$ cat config.mk
export PLATFORM = sky130hd
export DESIGN_NAME = opaque_bbox_classifier
export DESIGN_NICKNAME = d
export VERILOG_FILES = /design/src/obc_pkg.sv /design/src/obc_tracker.sv /design/src/obc_box.sv /design/src/opaque_bbox_classifier.sv
export VERILOG_INCLUDE_DIRS = /design/src /design/src/src
export SDC_FILE = /design/constraint.sdc
export NUM_CORES = 1
export LEC_CHECK = 0
export BUFFER_PORTS_ARGS = -buffer_cell sky130_fd_sc_hd__buf_2
export CAP_MARGIN = 15
export CORE_ASPECT_RATIO = 0.5
export CORE_MARGIN = 2
export CORE_UTILIZATION = 30
export CTS_CLUSTER_DIAMETER = 80
export DETAILED_ROUTE_END_ITERATION = 8
export HOLD_SLACK_MARGIN = 0.05
export PLACE_DENSITY = 0.56
export SETUP_SLACK_MARGIN = 0.2
export SYNTH_ARGS = -nofsm -noshare
export SYNTH_HDL_FRONTEND = slang
export SYNTH_HIERARCHICAL = 1
export SYNTH_SLANG_ARGS = --single-unit
export TNS_END_PERCENT = 50
$ cat constraint.sdc
create_clock -name clk -period 11.9 [get_ports clk]
set_input_delay 1.785 -clock clk [delete_from_list [all_inputs] [get_ports clk]]
set_output_delay 1.785 -clock clk [all_outputs]
set_load 0.005 [all_outputs]
$ cat src/opaque_bbox_classifier_assert.svh
// Assertion macros shared by the opaque bounding box classifier modules
`ifndef OPAQUE_BBOX_CLASSIFIER_ASSERT_SVH
`define OPAQUE_BBOX_CLASSIFIER_ASSERT_SVH

// same-cycle implication, held off during reset
`define OBC_ASSERT_NOW(lbl, ante, cons, msg) \
  lbl: assert property (@(posedge clk) disable iff (!rst_n) (ante) |-> (cons)) \
    else $error(msg);

// next-cycle implication, held off during reset
`define OBC_ASSERT_NEXT(lbl, ante, cons, msg) \
  lbl: assert property (@(posedge clk) disable iff (!rst_n) (ante) |=> (cons)) \
    else $error(msg);

`endif

$ cat src/obc_pkg.sv
// Types and constants of the opaque bounding box classifier
`timescale 1ns / 1ps
package obc_pkg;

  localparam int CoordW  = 8;
  localparam int WidthW  = 9;
  localparam int CountW  = 17;
  localparam int CfgAddrW = 2;
  localparam int CfgDataW = 9;
  localparam int OutDataW = 40;

  localparam logic [WidthW-1:0] CoordLimit = 9'd256;

  typedef enum logic [CfgAddrW-1:0] {
    REG_IMAGE_WIDTH       = 2'd0,
    REG_TRANSPARENT_INDEX = 2'd1
  } cfg_reg_t;

  // final tracker state of one image
  typedef struct packed {
    logic              seen;
    logic              ovf;
    logic [CoordW-1:0] lc;
    logic [CoordW-1:0] lr;
    logic [CoordW-1:0] gc;
    logic [CoordW-1:0] gr;
    logic [CountW-1:0] count;
  } snap_t;

  // one result item
  typedef struct packed {
    logic              any_opaque;
    logic [CoordW-1:0] box_x;
    logic [CoordW-1:0] box_y;
    logic [WidthW-1:0] box_w;
    logic [WidthW-1:0] box_h;
    logic              is_slab;
    logic              too_large;
  } result_t;

endpackage

$ cat src/obc_tracker.sv
// Per-pixel column/row counters, opaque extent tracking and end-of-image snapshot
`timescale 1ns / 1ps
module obc_tracker #(
  parameter int MAX_DIM = 256
) (
  input  logic                       clk,
  input  logic                       rst_n,
  input  logic                       pix_valid,
  output logic                       pix_ready,
  input  logic [obc_pkg::CoordW-1:0] pixel,
  input  logic                       last,
  input  logic [obc_pkg::WidthW-1:0] image_width,
  input  logic [obc_pkg::CoordW-1:0] transparent_index,
  output logic                       snap_valid,
  input  logic                       snap_ready,
  output obc_pkg::snap_t             snap
);
  import obc_pkg::*;

  logic [CoordW-1:0] col_r, col_nxt;
  logic [WidthW-1:0] row_r, row_nxt;
  logic [CoordW-1:0] lc_r, lc_nxt, lr_r, lr_nxt, gc_r, gc_nxt, gr_r, gr_nxt;
  logic              seen_r, seen_nxt, ovf_r, ovf_nxt;
  logic [CountW-1:0] count_r, count_nxt;
  logic              snap_v_r, snap_v_nxt;
  snap_t             snap_r, snap_upd;

  logic              acc, hit, wrap, ovf_now;
  logic [WidthW-1:0] w_eff, col_inc;
  logic [CoordW-1:0] row_lo;

  assign pix_ready  = !snap_v_r || snap_ready;
  assign acc        = pix_valid && pix_ready;
  assign row_lo     = row_r[CoordW-1:0];
  assign hit        = acc && (row_r < CoordLimit) && (pixel != transparent_index);
  assign col_inc    = {1'b0, col_r} + 9'd1;
  assign wrap       = col_inc >= w_eff;
  assign snap_valid = snap_v_r;
  assign snap       = snap_r;

  always_comb begin
    if (image_width == '0) begin
      w_eff = 9'd1;
    end else if (image_width > CoordLimit) begin
      w_eff = CoordLimit;
    end else begin
      w_eff = image_width;
    end
  end

  assign ovf_now = (image_width > CoordLimit) || (32'(image_width) > MAX_DIM) ||
                   (row_r >= CoordLimit) || (32'(row_r) >= MAX_DIM);

  // state after this pixel
  always_comb begin
    snap_upd.seen  = seen_r || hit;
    snap_upd.ovf   = ovf_r || ovf_now;
    snap_upd.lc    = (hit && col_r < lc_r) ? col_r : lc_r;
    snap_upd.gc    = (hit && col_r > gc_r) ? col_r : gc_r;
    snap_upd.lr    = (hit && row_lo < lr_r) ? row_lo : lr_r;
    snap_upd.gr    = (hit && row_lo > gr_r) ? row_lo : gr_r;
    snap_upd.count = hit ? count_r + 17'd1 : count_r;
  end

  always_comb begin
    col_nxt   = col_r;
    row_nxt   = row_r;
    lc_nxt    = lc_r;
    lr_nxt    = lr_r;
    gc_nxt    = gc_r;
    gr_nxt    = gr_r;
    seen_nxt  = seen_r;
    ovf_nxt   = ovf_r;
    count_nxt = count_r;
    if (acc) begin
      if (last) begin
        col_nxt   = '0;
        row_nxt   = '0;
        lc_nxt    = '1;
        lr_nxt    = '1;
        gc_nxt    = '0;
        gr_nxt    = '0;
        seen_nxt  = 1'b0;
        ovf_nxt   = 1'b0;
        count_nxt = '0;
      end else begin
        if (wrap) begin
          col_nxt = '0;
          row_nxt = (row_r < CoordLimit) ? row_r + 9'd1 : CoordLimit;
        end else begin
          col_nxt = col_inc[CoordW-1:0];
        end
        lc_nxt    = snap_upd.lc;
        lr_nxt    = snap_upd.lr;
        gc_nxt    = snap_upd.gc;
        gr_nxt    = snap_upd.gr;
        seen_nxt  = snap_upd.seen;
        ovf_nxt   = snap_upd.ovf;
        count_nxt = snap_upd.count;
      end
    end
  end

  always_comb begin
    snap_v_nxt = snap_v_r;
    if (acc && last) begin
      snap_v_nxt = 1'b1;
    end else if (snap_ready) begin
      snap_v_nxt = 1'b0;
    end
  end

  always_ff @(posedge clk) begin
    if (!rst_n) begin
      col_r    <= '0;
      row_r    <= '0;
      lc_r     <= '1;
      lr_r     <= '1;
      gc_r     <= '0;
      gr_r     <= '0;
      seen_r   <= 1'b0;
      ovf_r    <= 1'b0;
      count_r  <= '0;
      snap_v_r <= 1'b0;
    end else begin
      col_r    <= col_nxt;
      row_r    <= row_nxt;
      lc_r     <= lc_nxt;
      lr_r     <= lr_nxt;
      gc_r     <= gc_nxt;
      gr_r     <= gr_nxt;
      seen_r   <= seen_nxt;
      ovf_r    <= ovf_nxt;
      count_r  <= count_nxt;
      snap_v_r <= snap_v_nxt;
    end
  end

  always_ff @(posedge clk) begin
    if (acc && last) begin
      snap_r <= snap_upd;
    end
  end

`include "opaque_bbox_classifier_assert.svh"

  `OBC_ASSERT_NEXT(a_snap_after_last, acc && last, snap_v_r, "no snapshot after last pixel")
  `OBC_ASSERT_NEXT(a_clear_after_last, acc && last,
                   col_r == '0 && row_r == '0 && !seen_r && count_r == '0,
                   "state not cleared after last pixel")
  `OBC_ASSERT_NEXT(a_seen_on_hit, hit && !last, seen_r && count_r != '0,
                   "opaque pixel not recorded")
  `OBC_ASSERT_NOW(a_row_sat, 1'b1, row_r <= CoordLimit, "row counter past saturation")

endmodule

$ cat src/obc_box.sv
// Box size, slab test and result register
`timescale 1ns / 1ps
module obc_box (
  input  logic                         clk,
  input  logic                         rst_n,
  input  logic                         snap_valid,
  output logic                         snap_ready,
  input  obc_pkg::snap_t               snap,
  output logic                         res_valid,
  input  logic                         res_ready,
  output obc_pkg::result_t             res
);
  import obc_pkg::*;

  logic                out_v_r, out_v_nxt;
  result_t             res_r, res_nxt;
  logic                take;
  logic [WidthW-1:0]   bw, bh;
  logic [2*WidthW-1:0] area;

  assign snap_ready = !out_v_r || res_ready;
  assign take       = snap_valid && snap_ready;
  assign res_valid  = out_v_r;
  assign res        = res_r;

  always_comb begin
    bw   = snap.seen ? ({1'b0, snap.gc} - {1'b0, snap.lc} + 9'd1) : '0;
    bh   = snap.seen ? ({1'b0, snap.gr} - {1'b0, snap.lr} + 9'd1) : '0;
    area = bw * bh;
    res_nxt.any_opaque = snap.seen;
    res_nxt.box_x      = snap.seen ? snap.lc : '0;
    res_nxt.box_y      = snap.seen ? snap.lr : '0;
    res_nxt.box_w      = bw;
    res_nxt.box_h      = bh;
    res_nxt.is_slab    = snap.seen && ({1'b0, snap.count} == area);
    res_nxt.too_large  = snap.ovf;
  end

  always_comb begin
    out_v_nxt = out_v_r;
    if (take) begin
      out_v_nxt = 1'b1;
    end else if (res_ready) begin
      out_v_nxt = 1'b0;
    end
  end

  always_ff @(posedge clk) begin
    if (!rst_n) begin
      out_v_r <= 1'b0;
    end else begin
      out_v_r <= out_v_nxt;
    end
  end

  always_ff @(posedge clk) begin
    if (take) begin
      res_r <= res_nxt;
    end
  end

`include "opaque_bbox_classifier_assert.svh"

  `OBC_ASSERT_NOW(a_slab_needs_opaque, out_v_r && res_r.is_slab, res_r.any_opaque,
                  "slab without opaque pixel")
  `OBC_ASSERT_NOW(a_empty_box_zero, out_v_r && !res_r.any_opaque,
                  res_r.box_w == '0 && res_r.box_h == '0 && res_r.box_x == '0,
                  "empty image with nonzero box")
  `OBC_ASSERT_NEXT(a_take_loads, take, out_v_r, "snapshot taken but no result")

endmodule

$ cat src/opaque_bbox_classifier.sv
// Top level of the opaque pixel bounding box classifier
// Usage:
//   in_*  : one palette-index pixel per item in raster order (in_tdata),
//           in_tlast marks the final pixel of an image.
//   out_* : one result item per image: bounding box of the opaque pixels,
//           too-large flag (out_tdata) and slab/billboard class (out_tuser).
//   cfg_* : register writes; index 0 image width, 1 transparent index.
//           Write only while no image is in flight; the block does not check.
// Throughput is one pixel per cycle while in_tready is high; counters and
// min/max compares update in the cycle a pixel is accepted. The last pixel
// moves the image state into the snapshot register; the box width/height
// multiply and compare then load the result register, which sets out_tvalid.
// When the receiver stalls, the result holds and the next image keeps
// streaming; in_tready drops only once a second finished image waits behind
// the held result. Reset clears the counters, the extents and both valid
// flags, and sets the image width to 256 and the transparent index to 0.
`timescale 1ns / 1ps
module opaque_bbox_classifier #(
  parameter int MAX_DIM = 256
) (
  input  logic                         clk,
  input  logic                         rst_n,
  input  logic                         in_tvalid,
  output logic                         in_tready,
  input  logic [7:0]                   in_tdata,  // [7:0] pixel_index
  input  logic                         in_tlast,  // last_pixel
  output logic                         out_tvalid,
  input  logic                         out_tready,
  // [0] any_opaque, [8:1] box_x, [16:9] box_y, [25:17] box_w, [34:26] box_h,
  // [35] too_large, [39:36] zero
  output logic [obc_pkg::OutDataW-1:0] out_tdata,
  output logic                         out_tuser, // is_slab
  input  logic                         cfg_valid,
  output logic                         cfg_ready,
  input  logic [obc_pkg::CfgAddrW-1:0] cfg_addr,
  input  logic [obc_pkg::CfgDataW-1:0] cfg_data
);
  import obc_pkg::*;

  logic [WidthW-1:0] width_r;
  logic [CoordW-1:0] transp_r;
  logic              snap_valid, snap_ready;
  snap_t             snap;
  result_t           res;

  assign cfg_ready = 1'b1;

  always_ff @(posedge clk) begin
    if (!rst_n) begin
      width_r  <= CoordLimit;
      transp_r <= '0;
    end else if (cfg_valid) begin
      case (cfg_addr)
        REG_IMAGE_WIDTH:       width_r  <= cfg_data;
        REG_TRANSPARENT_INDEX: transp_r <= cfg_data[CoordW-1:0];
        default: ;
      endcase
    end
  end

  obc_tracker #(
    .MAX_DIM(MAX_DIM)
  ) u_tracker (
    .clk              (clk),
    .rst_n            (rst_n),
    .pix_valid        (in_tvalid),
    .pix_ready        (in_tready),
    .pixel            (in_tdata),
    .last             (in_tlast),
    .image_width      (width_r),
    .transparent_index(transp_r),
    .snap_valid       (snap_valid),
    .snap_ready       (snap_ready),
    .snap             (snap)
  );

  obc_box u_box (
    .clk       (clk),
    .rst_n     (rst_n),
    .snap_valid(snap_valid),
    .snap_ready(snap_ready),
    .snap      (snap),
    .res_valid (out_tvalid),
    .res_ready (out_tready),
    .res       (res)
  );

  assign out_tdata = {4'b0000, res.too_large, res.box_h, res.box_w,
                      res.box_y, res.box_x, res.any_opaque};
  assign out_tuser = res.is_slab;

endmodule

==> reports/metrics.cfg <==
[critical_path]
slowest_delay_ns = 0.69
rr_worst_depth = 23
cp_common_cell = fa_1
worst-path-max-fanout = 11
critPathSlowestCell = a211oi_2
cp.required_ns = 12.18
r2r_end = u_box/res[1]
critPathLaunchType = flip-flop
crit_chain = ha_1 -> inv_1 -> ha_1 -> inv_1 -> fa_1 -> nor2b_1 -> o21ai_0 -> a21boi_0 -> o21ai_0 -> a211oi_2 -> o21ai_0 -> fa_1 -> fa_1 -> fa_1 -> fa_1 -> inv_1 -> ha_1 -> a21oi_1 -> a21oi_1 -> a21oi_1 -> a221oi_1 -> o2111ai_1 -> nor4_2
r2r-start = u_tracker/snap[34]
setup.worst_path.end_class = flip-flop
regToRegSetupSlack_ns = 4.95
arrival_ns = 7.23
crit_type = reg -> reg

[finish]
nFillCells = 3950
synthToLayoutAreaGrowth_pct = 11.3
nets = 1439
drive_above_1_share_pct = 11.6

[die]
die_w_um = 286
initial_utilization_pct = 30.6
chipHeight_um = 145
rows = 51
dieArea_um2 = 41600
ios = 69
core-area_um2 = 39100

[placed_design]
post-dp-hpwl_um = 20600
place.gp.congestion = 0.892
io_buffers = 63

[hold_path]
whs_path_depth = 0
min_from = u_tracker/snap[49]
hp-class = reg -> reg
min_to = u_box/res[0]

[pwr]
power.share.clock_pct = 30.2
cellPowerDensity_nw_per_um2 = 138
ir_drop_mv = 0.0630
comb_power_share_pct = 33.6
p_sw_share_pct = 34.6
intPower_w = 0.00121
finalPower_w = 0.00184
p_leak_nw = 5.70
power_frac_seq_pct = 36.1
p_sw_w = 0.000637

[detailed_routing]
detail_route.wl_per_cell_um = 15.1
finalWirelength_um = 27100
ant_nets = 0
vias_per_cell = 4.70
first_pass_iters = 7
remaining_drc_errors = 0
dr_total_vias = 8453
first_iter_violations = 503

[synth]
ys_ff_latch = 175
synthDominantCellAreaShare_pct = 22.1
synthesis.area_um2 = 12000
synthCells = 1215
synth_area_per_cell_um2 = 9.85
yosysTopAreaCell = edfxtp_1
synth_edf_count = 88
synth-seq-area-share_pct = 36.6
netlist_top_cells_area = edfxtp_1 (22%), dfxtp_1 (15%), ha_1 (11%)
yosysUniqueCellTypes = 82
async_flop_share_pct = 0
yosysWarnings = 6
ys.flop_type = edfxtp_1

[global_routing]
grt_max_degree = 53
grt_pass1_wl_um = 44600
grt.total_usage_pct = 13.6
grt_pass1_vias = 8332
antenna_found_initial = 1
grt.overflow.total = 0

[timing]
setup_viol = 0
fin_worst_skew_ns = 0.00845
fin_setup_tns_ns = 0
relSlewSlack_pct = 31.1
finalCritPeriodShare_pct = 58.4
fmax_mhz = 144
rsz0062_at_grt = false
slew_violations = 0
hold_viol = 0
worst_slew_pin_slew_ns = 1.03
period_minus_slack_ns = 6.95
holdWs_ns = 0.439

[status]
outcome = finished clean

[clock_tree]
post-cts-setup-buffers = 0
cts_root_buf = clkbuf_16
htreeDepth = 4
cts_sinks = 175
numCtsBuffers = 17
path_clk_slew_ns = 0.07
ctsHoldBuffers = 0
clockBufferDepth = 2
tritoncts = built
ctsResizeCount = 0
clk_latency_ns = 0.45

[run]
drv_cap = 0

[worst max-delay path, delay by kind of cell, from the launching register on]
family / cells / cell delay (ns)
buf+inv: 3 / 0.16
fa+ha+maj: 8 / 3.46
compound gates: 10 / 2.37
flops: 1 / 0.39
simple gates: 2 / 0.40
[synthesized netlist by cell type (all sizes together), types with 10 or more instances]
master	n
xnor2	30
and3	25
nor3b	10
xor2	32
dfxtp	87
mux2	25
nand2b	33
nand3	21
nor4	12
edfxtp	88
a21o	13
buf	24
nor2	59
inv	141
nand2	116
a22o	17
o21ai	64
ha	110
mux2i	19
fa	52
a21oi	41
clkbuf	30
and2	29
nand4	12
[routing by layer]
layer	GRT usage, %	wire (µm)	vias to the layer above
li1	-	-	4261
met5	0	11	-
met1	19.3	13900	4019
met4	3.56	391	2
met2	20.7	11800	142
met3	2.89	1060	29
[registers in the layout, summed over array words and instances (netlist names), 8 cells and up]
signal / cells
transp_r: 8
u_box/res: 37
u_tracker/col_r: 8
u_tracker/count_r: 17
u_tracker/gc_r: 8
u_tracker/gr_r: 8
u_tracker/lc_r: 8
u_tracker/lr_r: 8
u_tracker/row_r: 9
u_tracker/snap: 51
width_r: 9
[cells in the final DEF, fill, tap and decap left out, types with 41 or more instances in the layout]
master | synthesis | routed
o21ai_0 | 63 | 63
ha_1 | 110 | 110
inv_1 | 141 | 140
dfxtp_1 | 87 | 87
nand2_1 | 116 | 116
edfxtp_1 | 88 | 88
nor2_1 | 59 | 59
a21oi_1 | 41 | 41
fa_1 | 52 | 52
buf_2 | 7 | 63
[logic make-up after synthesis]
logic type,count (synthesis),share of synthesized area (%)
adder cells (fa/ha/maj),162,20.2
AO/OA/AOI/OAI,218,12.5
XOR/XNOR,62,4.54
multiplexers,44,3.94
buffers and inverters,197,6.78
flip-flops,175,36.6
other,2,0.0627
AND/OR/NAND/NOR,355,15.4
[power by group through the flow]
| stage | logic (W) | clock network (W) | registers, W |
|---|---|---|---|
| global route | 0.000711 | 0.000600 | 0.000668 |
| finish | 0.000620 | 0.000558 | 0.000666 |
| detailed placement | 0.000617 | 0 | 0.000680 |
| global placement | 0.000619 | 0 | 0.000679 |
| floorplan | 0.000483 | 0 | 0.000677 |
| CTS | 0.000623 | 0.000576 | 0.000666 |
[worst max-delay path by stage]
stage | start | to | slack, ns | cells after the start
global placement | u_tracker/snap[34] | u_box/res[1] | 5.05 | 25
detailed placement | u_tracker/snap[34] | u_box/res[1] | 5.03 | 23
floorplan | u_tracker/snap[34] | u_box/res[1] | 5.69 | 25
CTS | u_tracker/snap[34] | u_box/res[1] | 4.99 | 23
global route | u_tracker/snap[34] | u_box/res[1] | 4.41 | 23
finish | u_tracker/snap[34] | u_box/res[1] | 4.95 | 23
[layout make-up]
type	instances	area, µm²	area share, %
diodes	2	5.00	0.0376
multi-input cells	846	6790	50.9
well taps	530	663	4.98
flip-flops and latches	175	4380	32.9
repair buffers	69	360	2.70
inverters	143	537	4.03
clock inverters	11	93.8	0.704
clock buffers	21	493	3.70
[per-stage QoR]
stage	instances	cell area (µm²)	worst slack, ns	util (%)
floorplan	1218	12000	5.69	-
global placement	1763	12700	5.05	32.5
detailed placement	1763	12700	5.03	32.5
CTS	1795	13300	4.99	34.0
global route	1795	13300	4.41	34.0
finish	1797	13300	4.95	34.1
Note: power is estimated with default switching activity, not from simulation.
